## src/rtl/core/msc_pkg.sv

```systemverilog
// Shared types and constants for the marquee scroll and crop controller.
`timescale 1ns / 1ps
`default_nettype none

package msc_pkg;

   localparam int PIX_W      = 16;
   localparam int HOLD_W     = 15;
   localparam int DIVIDEND_W = 32;
   localparam int DIVISOR_W  = 16;
   localparam int DIV_CNT_W  = $clog2(DIVIDEND_W);
   localparam int SPAN10_W   = 20;
   localparam int TOTAL_W    = SPAN10_W + 1;

   localparam logic [DIVISOR_W-1:0] SPEED_DIV = DIVISOR_W'(10);

   // floor(x / 10) for any 32-bit x is (x * DIV10_RECIP) >> DIV10_SHIFT
   localparam int                    RECIP_W     = 2 * DIVIDEND_W;
   localparam logic [DIVIDEND_W-1:0] DIV10_RECIP = 32'hCCCC_CCCD;
   localparam int                    DIV10_SHIFT = 35;

   localparam int CSR_ADDR_W = 4;
   localparam int CSR_DATA_W = 32;

   typedef enum logic [1:0] {
      REG_WINDOW_WIDTH = 2'd0,
      REG_SCROLL_SPEED = 2'd1,
      REG_HOLD_LENGTH  = 2'd2,
      REG_FADE_LIMIT   = 2'd3
   } reg_index_type;

   typedef enum logic [0:0] {
      REQ_SET_WIDTH = 1'b0,
      REQ_TICK      = 1'b1
   } req_kind_type;

   typedef enum logic [2:0] {
      ST_IDLE,
      ST_CHECK,
      ST_DIV_TOTAL,
      ST_STEP,
      ST_MULT,
      ST_START_OFS,
      ST_DELIVER
   } state_type;

   typedef struct packed {
      logic [PIX_W-1:0]  window_width;
      logic [PIX_W-1:0]  scroll_speed;
      logic [HOLD_W-1:0] hold_length;
      logic [PIX_W-1:0]  fade_limit;
   } cfg_type;

   typedef struct packed {
      logic accept;
      logic start_total;
      logic frame_step;
      logic mult;
      logic start_offset;
      logic deliver;
   } cmd_type;

   typedef struct packed {
      logic scroll_tick;
      logic div_busy;
   } status_type;

endpackage

`default_nettype wire

```

## src/rtl/core/msc_divider.sv

```systemverilog
// Radix-2 restoring divider, one quotient bit per cycle.
`timescale 1ns / 1ps
`default_nettype none

module msc_divider (
   input  wire logic                             clock,
   input  wire logic                             reset,
   input  wire logic                             start,
   input  wire logic [msc_pkg::DIVIDEND_W-1:0]   dividend,
   input  wire logic [msc_pkg::DIVISOR_W-1:0]    divisor,
   output logic                                  busy,
   output logic [msc_pkg::DIVIDEND_W-1:0]        quotient
);
   import msc_pkg::*;

   logic                    busy_ff, busy_in;
   logic [DIV_CNT_W-1:0]    count_ff, count_in;
   logic [DIVIDEND_W-1:0]   quo_ff, quo_in;
   logic [DIVISOR_W:0]      rem_ff, rem_in;
   logic [DIVISOR_W-1:0]    dsr_ff, dsr_in;
   logic [DIVISOR_W:0]      rem_shift;

   always_comb begin
      busy_in   = busy_ff;
      count_in  = count_ff;
      quo_in    = quo_ff;
      rem_in    = rem_ff;
      dsr_in    = dsr_ff;
      rem_shift = {rem_ff[DIVISOR_W-1:0], quo_ff[DIVIDEND_W-1]};
      if (start) begin
         busy_in  = 1'b1;
         count_in = DIV_CNT_W'(DIVIDEND_W - 1);
         quo_in   = dividend;
         rem_in   = '0;
         dsr_in   = divisor;
      end else if (busy_ff) begin
         // shift in the next dividend bit, subtract when it fits
         if (rem_shift >= {1'b0, dsr_ff}) begin
            rem_in = rem_shift - {1'b0, dsr_ff};
            quo_in = {quo_ff[DIVIDEND_W-2:0], 1'b1};
         end else begin
            rem_in = rem_shift;
            quo_in = {quo_ff[DIVIDEND_W-2:0], 1'b0};
         end
         if (count_ff == '0) begin
            busy_in = 1'b0;
         end else begin
            count_in = count_ff - 1'b1;
         end
      end
   end

   always_ff @(posedge clock) begin
      if (reset) begin
         busy_ff  <= 1'b0;
         count_ff <= '0;
      end else begin
         busy_ff  <= busy_in;
         count_ff <= count_in;
      end
      quo_ff <= quo_in;
      rem_ff <= rem_in;
      dsr_ff <= dsr_in;
   end

   assign busy     = busy_ff;
   assign quotient = quo_ff;

endmodule

`default_nettype wire

```

## src/rtl/core/msc_datapath.sv

```systemverilog
// Text width and frame state, cycle length and offset arithmetic, result registers.
`timescale 1ns / 1ps
`default_nettype none

module msc_datapath (
   input  wire logic                          clock,
   input  wire logic                          reset,
   input  wire msc_pkg::cfg_type              cfg,
   input  wire msc_pkg::cmd_type              cmd,
   output msc_pkg::status_type                status,
   input  wire logic                          req_type,
   input  wire logic [msc_pkg::PIX_W-1:0]     req_new_text_width,
   output logic [msc_pkg::PIX_W-1:0]          rsp_draw_width,
   output logic [msc_pkg::PIX_W-1:0]          rsp_pixel_offset,
   output logic [msc_pkg::PIX_W-1:0]          rsp_fade_left,
   output logic [msc_pkg::PIX_W-1:0]          rsp_fade_right,
   output logic [msc_pkg::PIX_W-1:0]          rsp_frame_index
);
   import msc_pkg::*;

   logic [PIX_W-1:0]      stored_ff, stored_in;
   logic [PIX_W-1:0]      frame_ff, frame_in;
   logic                  tick_ff, tick_in;
   logic [DIVIDEND_W-1:0] product_ff, product_in;
   logic [DIVIDEND_W-1:0] ofs_q_ff, ofs_q_in;
   logic [PIX_W-1:0]      draw_ff, offset_ff, fade_l_ff, fade_r_ff, index_ff;
   logic [PIX_W-1:0]      draw_in, offset_in, fade_l_in, fade_r_in;

   logic [PIX_W-1:0]      eff_speed, span_tick, span, frame_next, ofs_frames, rest;
   logic [SPAN10_W-1:0]   span10;
   logic [TOTAL_W-1:0]    total;
   logic [RECIP_W-1:0]    recip_prod;
   logic                  narrow;
   logic                  div_start;
   logic [DIVIDEND_W-1:0] div_dividend, quotient;
   logic [DIVISOR_W-1:0]  div_divisor;
   logic                  div_busy;

   msc_divider u_div (
      .clock    (clock),
      .reset    (reset),
      .start    (div_start),
      .dividend (div_dividend),
      .divisor  (div_divisor),
      .busy     (div_busy),
      .quotient (quotient)
   );

   always_comb begin
      eff_speed  = (cfg.scroll_speed == '0) ? PIX_W'(1) : cfg.scroll_speed;
      narrow     = stored_ff < cfg.window_width;
      span_tick  = stored_ff - cfg.window_width;
      span10     = ({4'b0, span_tick} << 3) + ({4'b0, span_tick} << 1);
      total      = {1'b0, quotient[SPAN10_W-1:0]}
                 + {5'b0, cfg.hold_length, 1'b0};
      frame_next = frame_ff + 1'b1;
      ofs_frames = frame_ff - {1'b0, cfg.hold_length};
      // divide the scaled frame count by ten with a reciprocal multiply
      recip_prod = RECIP_W'(product_ff) * RECIP_W'(DIV10_RECIP);
      draw_in    = narrow ? stored_ff : cfg.window_width;
      span       = stored_ff - draw_in;
      offset_in  = (ofs_q_ff > {16'b0, span}) ? span : ofs_q_ff[PIX_W-1:0];
      rest       = span - offset_in;
      fade_l_in  = (offset_in < cfg.fade_limit) ? offset_in : cfg.fade_limit;
      fade_r_in  = (rest < cfg.fade_limit) ? rest : cfg.fade_limit;

      div_start    = cmd.start_total;
      div_dividend = {12'b0, span10};
      div_divisor  = eff_speed;

      stored_in  = stored_ff;
      frame_in   = frame_ff;
      tick_in    = tick_ff;
      product_in = product_ff;
      ofs_q_in   = ofs_q_ff;
      if (cmd.accept) begin
         tick_in = (req_type == REQ_TICK);
         if (req_type == REQ_SET_WIDTH) begin
            if (stored_ff != req_new_text_width) begin
               stored_in = req_new_text_width;
               frame_in  = '0;
            end
         end else if (narrow) begin
            frame_in = '0;
         end
      end
      if (cmd.frame_step) begin
         frame_in = ({5'b0, frame_next} >= total) ? '0 : frame_next;
      end
      if (cmd.mult) begin
         product_in = (frame_ff < {1'b0, cfg.hold_length}) ? '0
                    : {16'b0, ofs_frames} * {16'b0, eff_speed};
      end
      if (cmd.start_offset) begin
         ofs_q_in = DIVIDEND_W'(recip_prod[RECIP_W-1:DIV10_SHIFT]);
      end
   end

   always_ff @(posedge clock) begin
      if (reset) begin
         stored_ff <= '0;
         frame_ff  <= '0;
      end else begin
         stored_ff <= stored_in;
         frame_ff  <= frame_in;
      end
      tick_ff    <= tick_in;
      product_ff <= product_in;
      ofs_q_ff   <= ofs_q_in;
      if (cmd.deliver) begin
         draw_ff   <= draw_in;
         offset_ff <= offset_in;
         fade_l_ff <= fade_l_in;
         fade_r_ff <= fade_r_in;
         index_ff  <= frame_ff;
      end
   end

   assign status.scroll_tick = tick_ff && !narrow;
   assign status.div_busy    = div_busy;

   assign rsp_draw_width   = draw_ff;
   assign rsp_pixel_offset = offset_ff;
   assign rsp_fade_left    = fade_l_ff;
   assign rsp_fade_right   = fade_r_ff;
   assign rsp_frame_index  = index_ff;

endmodule

`default_nettype wire

```

## src/rtl/core/msc_ctrl.sv

```systemverilog
// Sequencing state machine and channel handshake.
`timescale 1ns / 1ps
`default_nettype none

module msc_ctrl (
   input  wire logic                clock,
   input  wire logic                reset,
   input  wire logic                req_valid,
   output logic                     req_stall,
   output logic                     rsp_valid,
   input  wire logic                rsp_stall,
   input  wire msc_pkg::status_type status,
   output msc_pkg::cmd_type         cmd
);
   import msc_pkg::*;

   state_type state_ff, state_in;
   logic      rsp_valid_ff, rsp_valid_in;

   always_ff @(posedge clock) begin
      if (reset) begin
         state_ff     <= ST_IDLE;
         rsp_valid_ff <= 1'b0;
      end else begin
         state_ff     <= state_in;
         rsp_valid_ff <= rsp_valid_in;
      end
   end

   always_comb begin
      state_in     = state_ff;
      cmd          = '0;
      rsp_valid_in = rsp_valid_ff && rsp_stall;
      case (state_ff)
         ST_IDLE: begin
            if (req_valid) begin
               cmd.accept = 1'b1;
               state_in   = ST_CHECK;
            end
         end
         ST_CHECK: begin
            if (status.scroll_tick) begin
               cmd.start_total = 1'b1;
               state_in        = ST_DIV_TOTAL;
            end else begin
               state_in = ST_MULT;
            end
         end
         ST_DIV_TOTAL: begin
            if (!status.div_busy) begin
               state_in = ST_STEP;
            end
         end
         ST_STEP: begin
            cmd.frame_step = 1'b1;
            state_in       = ST_MULT;
         end
         ST_MULT: begin
            cmd.mult = 1'b1;
            state_in = ST_START_OFS;
         end
         ST_START_OFS: begin
            cmd.start_offset = 1'b1;
            state_in         = ST_DELIVER;
         end
         ST_DELIVER: begin
            // hold until the output register is free
            if (!rsp_valid_ff || !rsp_stall) begin
               cmd.deliver  = 1'b1;
               rsp_valid_in = 1'b1;
               state_in     = ST_IDLE;
            end
         end
         default: begin
            state_in = ST_IDLE;
         end
      endcase
   end

   assign req_stall = (state_ff != ST_IDLE);
   assign rsp_valid = rsp_valid_ff;

endmodule

`default_nettype wire

```

## src/rtl/core/marquee_scroll_crop_controller.sv

```systemverilog
// Top level of the marquee scroll and crop controller: register port, control and datapath.
`timescale 1ns / 1ps
`default_nettype none

// Marquee scroll sequencer. Each request transaction either sets the text
// width (req_type 0; the frame counter clears only when the width changes)
// or advances one frame tick (req_type 1), and each one yields exactly one
// response transaction with the crop: draw width, pixel offset, left and
// right fade widths and the frame index after the update. Timing: a request
// is taken only while the block is idle. A tick on text at least as wide as
// the window runs a serial divide for the cycle length, then the frame step,
// the offset multiply and the divide by ten before the response is offered;
// a set-width request or a tick on narrow text skips the divide and the frame
// step. A stalled earlier response holds the delivery back. The next request
// is accepted at the edge after the one that loads a response, even while
// that response is still stalled.
// Registers (APB-style, always ready, 4-byte stride): 0 window_width,
// 1 scroll_speed (0 acts as 1, reset 10), 2 hold_length (15 bits),
// 3 fade_limit. Write them only while idle.

module marquee_scroll_crop_controller (
   input  wire logic                             clock,
   input  wire logic                             reset,
   input  wire logic                             psel,
   input  wire logic                             penable,
   input  wire logic                             pwrite,
   input  wire logic [msc_pkg::CSR_ADDR_W-1:0]   paddr,
   input  wire logic [msc_pkg::CSR_DATA_W-1:0]   pwdata,
   output logic [msc_pkg::CSR_DATA_W-1:0]        prdata,
   output logic                                  pready,
   input  wire logic                             req_valid,
   output logic                                  req_stall,
   input  wire logic                             req_type,
   input  wire logic [msc_pkg::PIX_W-1:0]        req_new_text_width,
   output logic                                  rsp_valid,
   input  wire logic                             rsp_stall,
   output logic [msc_pkg::PIX_W-1:0]             rsp_draw_width,
   output logic [msc_pkg::PIX_W-1:0]             rsp_pixel_offset,
   output logic [msc_pkg::PIX_W-1:0]             rsp_fade_left,
   output logic [msc_pkg::PIX_W-1:0]             rsp_fade_right,
   output logic [msc_pkg::PIX_W-1:0]             rsp_frame_index
);
   import msc_pkg::*;

   cfg_type       cfg_ff, cfg_in;
   reg_index_type reg_sel;
   logic          csr_write;
   cmd_type       cmd;
   status_type    status;

   // Register port: word address selects the register, data masked to width.
   assign pready    = 1'b1;
   assign reg_sel   = reg_index_type'(paddr[3:2]);
   assign csr_write = psel && penable && pwrite;

   always_comb begin
      cfg_in = cfg_ff;
      if (csr_write) begin
         case (reg_sel)
            REG_WINDOW_WIDTH: cfg_in.window_width = pwdata[PIX_W-1:0];
            REG_SCROLL_SPEED: cfg_in.scroll_speed = pwdata[PIX_W-1:0];
            REG_HOLD_LENGTH:  cfg_in.hold_length  = pwdata[HOLD_W-1:0];
            REG_FADE_LIMIT:   cfg_in.fade_limit   = pwdata[PIX_W-1:0];
            default:          cfg_in = cfg_ff;
         endcase
      end
   end

   always_comb begin
      case (reg_sel)
         REG_WINDOW_WIDTH: prdata = {16'b0, cfg_ff.window_width};
         REG_SCROLL_SPEED: prdata = {16'b0, cfg_ff.scroll_speed};
         REG_HOLD_LENGTH:  prdata = {17'b0, cfg_ff.hold_length};
         REG_FADE_LIMIT:   prdata = {16'b0, cfg_ff.fade_limit};
         default:          prdata = '0;
      endcase
   end

   always_ff @(posedge clock) begin
      if (reset) begin
         cfg_ff.window_width <= '0;
         cfg_ff.scroll_speed <= PIX_W'(10);
         cfg_ff.hold_length  <= '0;
         cfg_ff.fade_limit   <= '0;
      end else begin
         cfg_ff <= cfg_in;
      end
   end

   // Sequencer: accepts one request, steps the datapath, offers the response.
   msc_ctrl u_ctrl (
      .clock     (clock),
      .reset     (reset),
      .req_valid (req_valid),
      .req_stall (req_stall),
      .rsp_valid (rsp_valid),
      .rsp_stall (rsp_stall),
      .status    (status),
      .cmd       (cmd)
   );

   // Datapath: text width and frame state, serial divider, result registers.
   msc_datapath u_dp (
      .clock              (clock),
      .reset              (reset),
      .cfg                (cfg_ff),
      .cmd                (cmd),
      .status             (status),
      .req_type           (req_type),
      .req_new_text_width (req_new_text_width),
      .rsp_draw_width     (rsp_draw_width),
      .rsp_pixel_offset   (rsp_pixel_offset),
      .rsp_fade_left      (rsp_fade_left),
      .rsp_fade_right     (rsp_fade_right),
      .rsp_frame_index    (rsp_frame_index)
   );

endmodule

`default_nettype wire

```

## config.mk

```make
export PLATFORM = sky130hd
export DESIGN_NAME = marquee_scroll_crop_controller
export DESIGN_NICKNAME = d
export VERILOG_FILES = /design/src/rtl/core/msc_pkg.sv /design/src/rtl/core/msc_divider.sv /design/src/rtl/core/msc_datapath.sv /design/src/rtl/core/msc_ctrl.sv /design/src/rtl/core/marquee_scroll_crop_controller.sv
export SDC_FILE = /design/constraint.sdc
export NUM_CORES = 2
export LEC_CHECK = 0
export BUFFER_PORTS_ARGS = -buffer_cell sky130_fd_sc_hd__buf_2
export CAP_MARGIN = 5
export CORE_ASPECT_RATIO = 1.75
export CORE_MARGIN = 8
export CORE_UTILIZATION = 45
export CTS_CLUSTER_DIAMETER = 120
export CTS_CLUSTER_SIZE = 8
export DETAILED_ROUTE_END_ITERATION = 12
export GPL_ROUTABILITY_DRIVEN = 0
export PLACE_DENSITY_LB_ADDON = 0.2
export SYNTH_ARGS = -nofsm -noshare
export SYNTH_HDL_FRONTEND = slang
export SYNTH_SLANG_ARGS = --single-unit
```

## constraint.sdc

```tcl
create_clock -name clock -period 15.7 [get_ports clock]
set_input_delay 1.57 -clock clock [delete_from_list [all_inputs] [get_ports clock]]
set_output_delay 1.57 -clock clock [all_outputs]
set_load 0.02 [all_outputs]
```

# [Yosys cells after proc, flatten, opt, wreduce, memory -nomap -nowiden]
# Index checks and enable logic that the tools add are counted.
[op_classes] n_addsub=9 n_bitwise=1 n_mul=2 order_cmp=7 eq_ne=15 n_mux=38 reduce_logical=24
[ops] op="two-way mux 16 bit" count=12
[ops] op="case mux 32 bit (4 select lines)" count=1
[ops] op="multiplier 32 x 32 -> 64 bit (second input constant)" count=1
[ops] op="subtractor 16 bit" count=4
[ops] op="less-than comparator 16 bit" count=3
[ops] op="two-way mux 20 bit" count=2
[ops] op="multiplier 16 x 16 -> 32 bit" count=1
[ops] op="> comparator 29 x 16 -> 1 bit" count=1
[ops] op="adder 20 x 16 -> 21 bit" count=1
[ops] op="greater-or-equal comparator 16 x 21 -> 1 bit" count=1
[ops] op="case mux 3 bit (7 select lines)" count=1
[ops] op="adder 19 x 17 -> 20 bit" count=1
[ops] op="greater-or-equal comparator 17 x 16 -> 1 bit" count=1
[ops] op="adder 16 x 1 -> 16 bit (second input constant)" count=1
[ops] op="zero test 16 bit" count=1
[ops] op="less-than comparator 16 x 15 -> 1 bit" count=1
[ops] op="!= test 16 bit" count=1
[ops] op="subtractor 16 x 15 -> 16 bit" count=1
[ops] op="two-way mux 1 bit" count=15
[ops] op="two-way mux 5 bit" count=3
[ops] op="two-way mux 3 bit" count=4
[ops] op="AND reduction 2 bit" count=5
[ops] op="equality test 3 bit (second input constant)" count=3
[ops] op="AND reduction 3 bit" count=3
[ops] op="17 further kinds" count=28
[totals] reg_bits=311 out_inout_bits=115 input_bits=60 wordCells=118

# [Longest topological paths before layout]
[logic_depth] ltp_word=8 ltp_mapped=57 depth_no_buf=53

# [Cells and area by module]
# A second synthesis with hierarchy kept.
[hier_totals] hier_cells=4595 hier_area_um2=44836.8
[by_module_without_submodules] mod="msc_datapath" seq_area_each_um2=4904.7 n_inst=1 area_each_um2=37697.4 cells_per_inst=3949
[by_module_without_submodules] mod="msc_divider" seq_area_each_um2=1881.8 n_inst=1 area_each_um2=3768.6 cells_per_inst=345
[by_module_without_submodules] mod="marquee_scroll_crop_controller" seq_area_each_um2=1261.2 n_inst=1 area_each_um2=3096.7 cells_per_inst=270
[by_module_without_submodules] mod="msc_ctrl" seq_area_each_um2=80.1 n_inst=1 area_each_um2=274.0 cells_per_inst=31

# [Worst setup path before layout]
# Ideal clock, no wire load.
[synth_path] kind="register to register" startpoint="reg u_dp.stored_ff[0]" endpoint="reg u_dp.fade_r_ff[14], in the netlist u_dp.rsp_fade_right[14] (data pin)" required_time_ps=15438 synth_period_minus_slack_ps=11523 arrival_ps=11260 stages_incl_launch_ff=54 setup_slack_ps=4177 path_buffers=4 setup_time_ps=262 path_cell_list="dfxtp_1 > inv_1 > ha_1 > inv_1 > fa_1 > a211oi_2 > o211ai_1 > and4_1 > buf_6 > or2_1 > buf_2 > buf_1 > mux2i_1 > ha_1 > o21ai_0 > a21oi_1 > a2111oi_0 > a221oi_1 > [18 not listed] > inv_1 > o21a_1 > maj3_1 > maj3_1 > maj3_1 > maj3_1 > o21ai_1 > o2111ai_1 > a211oi_1 > o21ai_0 > a21oi_1 > ha_1 > o211ai_1 > a31oi_1 > o311ai_1 > nand2_1 > clkbuf_1 > mux2_1"
[synth_via] elab_chain_len=8
[synth_rtl] element="start: declaration" line_no="msc_datapath.sv:21" rtl="logic [PIX_W-1:0] stored_ff, stored_in;"
[synth_rtl] element="start signal: assignment" line_no="msc_datapath.sv:104" rtl="stored_ff <= stored_in;"
[synth_rtl] element="less-than comparator 16 bit" line_no="msc_datapath.sv:51" rtl="narrow = stored_ff < cfg.window_width;"
[synth_rtl] element="two-way mux 16 bit" line_no="msc_datapath.sv:60" rtl="draw_in = narrow ? stored_ff : cfg.window_width;"
[synth_rtl] element="subtractor 16 bit *" line_no="msc_datapath.sv:61" rtl="span = stored_ff - draw_in;"
[synth_rtl] element="> comparator 29 x 16 -> 1 bit" line_no="msc_datapath.sv:62" rtl="offset_in = (ofs_q_ff > {16'b0, span}) ? span : ofs_q_ff[PIX_W-1:0];"
[synth_rtl] element="two-way mux 16 bit *" line_no="msc_datapath.sv:62"
[synth_rtl] element="named net u_dp.offset_in[0]" line_no="msc_datapath.sv:27" rtl="logic [PIX_W-1:0] draw_in, offset_in, fade_l_in, fade_r_in;"
[synth_rtl] element="subtractor 16 bit *" line_no="msc_datapath.sv:63" rtl="rest = span - offset_in;"
[synth_rtl] element="less-than comparator 16 bit" line_no="msc_datapath.sv:65" rtl="fade_r_in = (rest < cfg.fade_limit) ? rest : cfg.fade_limit;"
[synth_rtl] element="two-way mux 16 bit *" line_no="msc_datapath.sv:65"
[synth_rtl] element="named net u_dp.fade_r_in[14]" line_no="msc_datapath.sv:27"
[synth_rtl] element="end signal: assignment" line_no="msc_datapath.sv:114" rtl="fade_r_ff <= fade_r_in;"
[synth_rtl] element="end: declaration" line_no="msc_datapath.sv:26" rtl="logic [PIX_W-1:0] draw_ff, offset_ff, fade_l_ff, fade_r_ff, index_ff;"
# Mark *: on every way through the listed nets, which the timed path passes. The rest lies on a longest branch.
# A chain may end at the register's enable or synchronous reset.

# [Final worst setup path]
# Ends and elaborated chain as after synthesis.

==> metrics.md <==
| Metric | Value |
|---|---|
| Status | complete, no violations |
| IO Port Bufs | between 100 and 150 |
| Synth Warn # | 0 |
| Endpoint class of the critical path | flop |
| Ys flop type | edfxtp_1 |
| Setup TNS | 0 ns |
| Drt wl/cell | between 20 and 25 um |
| CTS clk-pin slew, worst paths | around 0.070 ns |
| Largest delay share family, worst path | compound AO/OA/AOI/OAI gates |
| Share of the yosys chip area belonging to registers | a little under a fifth |
| Synth area leader | fa_1 |
| Fin crit period | ~14 ns |
| Final Hold Vio Count | 0 |
| Die span in y | 428.7 um |
| Vias per cell | ~5.4 |
| Post-route setup slack | 1.770 ns |
| Core area | around 97000 um^2 |
| Fin nets | between 5000 and 6000 |
| Number of synthesized flops with an enable pin | about 180 |
| Max Clock Freq | 0.07179 GHz |
| Critical path class | reg -> reg |
| Io pins | roughly 180 |
| Die ar. | roughly 110000 um^2 |
| Distinct cells, synth | 97 |
| Post-synth top cells | inv_1 (1025), fa_1 (615), ha_1 (598), nand2_1 (380), nor2_1 (191) |
| Worst-path maximum fanout | 42 |
| Syn Inst Count | about 4600 |
| Initial DRT Pass Iterations | 5 |
| Buf/Inv on CP | 5 |
| GRT Resource Usage Total | between 20% and 30% |
| Number of max-cap violations | 0 |
| Grt ovf | 0 |
| Later-pin clock latency in the skew report | 0.60 ns |
| Clock Skew | between 0.04 and 0.05 ns |
| Total clock sinks | between 300 and 400 |
| Cell with the most instances after synthesis | inv_1 |
| Critical path arrival | roughly 14 ns |
| Post-CTS Setup Bufs | 0 |
| Fillers | between 9000 and 10000 |
| RSZ-0062 raised after global routing | false |
| Max clock buf depth | 3 |
| Mapped cell area | between 40000 and 50000 um^2 |
| DR iter-0 viols | 1670 |
| Syn_area_per_cell | 9.542 um^2 |
| Share of layout cells above drive strength 1 | ~6.7% |
| Total number of H-tree levels | 2 |
| CP peak stage delay | about 0.63 ns |
| Pre-CTS setup slack | about 1.9 ns |
| Area growth, synth to finish | 7.765% |
| Final setup fails | 0 |
| Initial antenna violation count | 13 |
| Vias | between 30000 and 40000 |
| CP required | roughly 16 ns |
| CTS Root Cell | clkbuf_16 |
| TritonCTS buffer count | 44 |
| Crit share post-route | 88.73% |
| Row count | roughly 150 |
| Global-route wire length before repair | slightly above 200 mm |
| Die W | between 200 and 300 um |
| Worst slew pin tran | 1.127 ns |
| Largest net degree at the start of global routing | 80 |
| Slowest CP cell | or4_1 |
| Vias in the first global route | ~35000 |
| Post-Route WL | around 130 mm |
| Asr flop ratio synth | 0% |
| HPWL after DPL | 111.8 mm |
| Fin. max-slew vios | 0 |
| Hold_buf cts | 0 |
| Hold crit path type | reg -> reg |
| TritonCTS clock tree | built |
| Initial core utilization | around 45% |
| Largest cells by area after synthesis | fa_1 (28%), ha_1 (17%), edfxtp_1 (12%), inv_1 (8.8%), dfxtp_1 (6.1%) |
| CP most frequent cell | ha_1 |
| Area share of the largest cell type after synthesis | about 28% |
| Worst Setup Start Kind | flop |
| Max_slew headroom | 24.47% |
| #FFs+latches synth | 311 |
| Post-DRT Antenna Nets | 0 |
| Post-route DRC | 0 |
| Post_cts resized | 0 |
==> per-stage QoR <==
stage | cell area (um^2) | hold slack (ns) | cells | util, %
final | 47200 | 0.4737 | 6007 | 48.79
after detailed placement | 45900 | 0.4656 | 5924 | 47.45
after global placement | 45900 | 0.4594 | 5924 | 47.45
after CTS | 47190 | 0.4734 | 6004 | 48.79
after floorplan | 43850 | 0.4464 | 4605 | -
after global routing | 47190 | 0.4965 | 6005 | 48.79
==> cell families after synthesis <==
group / count (synthesis) / synth area share (%)
AOI/OAI and AO/OA: 626 / 9.204
xor gates and xnor gates: 163 / 3.260
adders and majority gates: 1221 / 45.38
buffers and inverters: 1198 / 10.48
DFF: 311 / 18.28
muxes: 115 / 3.151
other: 2 / 0.01715
and+or+nand+nor: 954 / 10.22
==> final timing paths <==
| kind | from | endpoint | slack (ns) | cells past startpoint |
|---|---|---|---|---|
| worst max-delay path | u_dp.stored_ff[0] | u_dp.rsp_fade_right[14] | 1.77 | 50 |
| worst min-delay path | cfg_ff[58] | cfg_ff[58] | 0.47 | 2 |
| worst max register to register | u_dp.stored_ff[0] | u_dp.rsp_fade_right[14] | 1.77 | 50 |
| worst min register to register | cfg_ff[58] | cfg_ff[58] | 0.47 | 2 |
==> cell usage in the layout (no fill, tap or decap), types with 13 or more instances in the layout <==
| cell | synthesis | final |
|---|---|---|
| dfxtp_1 | 133 | 131 |
| edfxtp_1 | 178 | 178 |
| and3_1 | 14 | 14 |
| nand3_1 | 69 | 69 |
| o21ai_0 | 148 | 148 |
| a32oi_1 | 14 | 14 |
| o211ai_1 | 18 | 18 |
| conb_1 | 2 | 17 |
| nor2b_1 | 54 | 54 |
| inv_1 | 1025 | 1025 |
| a31oi_1 | 23 | 23 |
| a21oi_1 | 182 | 181 |
| fa_1 | 615 | 615 |
| mux2_2 | 20 | 20 |
| nor2_1 | 191 | 186 |
| o21a_1 | 27 | 27 |
| nand4_1 | 32 | 32 |
| and2_1 | 77 | 77 |
| a211oi_1 | 23 | 22 |
| mux2i_1 | 73 | 73 |
| mux4_2 | 15 | 15 |
| nor3_1 | 40 | 39 |
| nor4_1 | 13 | 13 |
| xnor2_1 | 89 | 88 |
| xor2_1 | 74 | 74 |
| a21o_1 | 43 | 43 |
| clkbuf_16 | 0 | 45 |
| clkbuf_1 | 135 | 33 |
| o311ai_0 | 14 | 14 |
| nand2b_1 | 28 | 28 |
| a21boi_0 | 16 | 16 |
| buf_4 | 18 | 54 |
| nand2_1 | 380 | 380 |
| or3_1 | 17 | 16 |
| buf_2 | 4 | 138 |
| ha_1 | 598 | 598 |
==> routing by layer <==
| layer | routed length, um | GRT usage, % |
|---|---|---|
| met1 | 45440 | 25.30 |
| met2 | 71480 | 46.99 |
| met3 | 5780 | 2.637 |
| met4 | 10800 | 16.67 |
| met5 | 40 | 0 |
==> area by class of cell <==
class | count | area (um^2) | area share, %
sequential | 311 | 8010 | 16.97
clock buffer | 78 | 1250 | 2.648
timing repair buffer | 192 | 1096 | 2.322
clock inverter | 2 | 46.29 | 0.09808
inverter | 1025 | 3847 | 8.152
tap | 1300 | 1627 | 3.446
multi-input combinational | 3096 | 31320 | 66.35
antenna | 3 | 7.507 | 0.01591
==> worst min-delay path, delay by kind of cell, from the launching register on <==
| family | cells | cell delay, ns |
|---|---|---|
| compound gates | 1 | 0.05 |
| flops | 1 | 0.32 |
| simple gates | 1 | 0.05 |
==> registers in the layout, summed over array words and instances, names as in the netlist <==
name                   count
u_dp.frame_ff             16
u_ctrl.rsp_valid           1
u_dp.u_div.busy            1
u_dp.rsp_fade_right       16
u_ctrl.state_ff            3
u_dp.rsp_fade_left        16
u_dp.tick_ff               1
u_dp.u_div.count_ff        5
u_dp.product_ff           32
u_dp.rsp_frame_index      16
u_dp.stored_ff            16
cfg_ff                    63
u_dp.u_div.quotient       32
u_dp.ofs_q_ff             29
u_dp.u_div.dsr_ff         16
u_dp.rsp_draw_width       16
u_dp.rsp_pixel_offset     16
u_dp.u_div.rem_ff         16
Power is left out: the tool's default activity adds up to more than one toggle a clock period on the data nets, which glitch-free logic cannot reach.
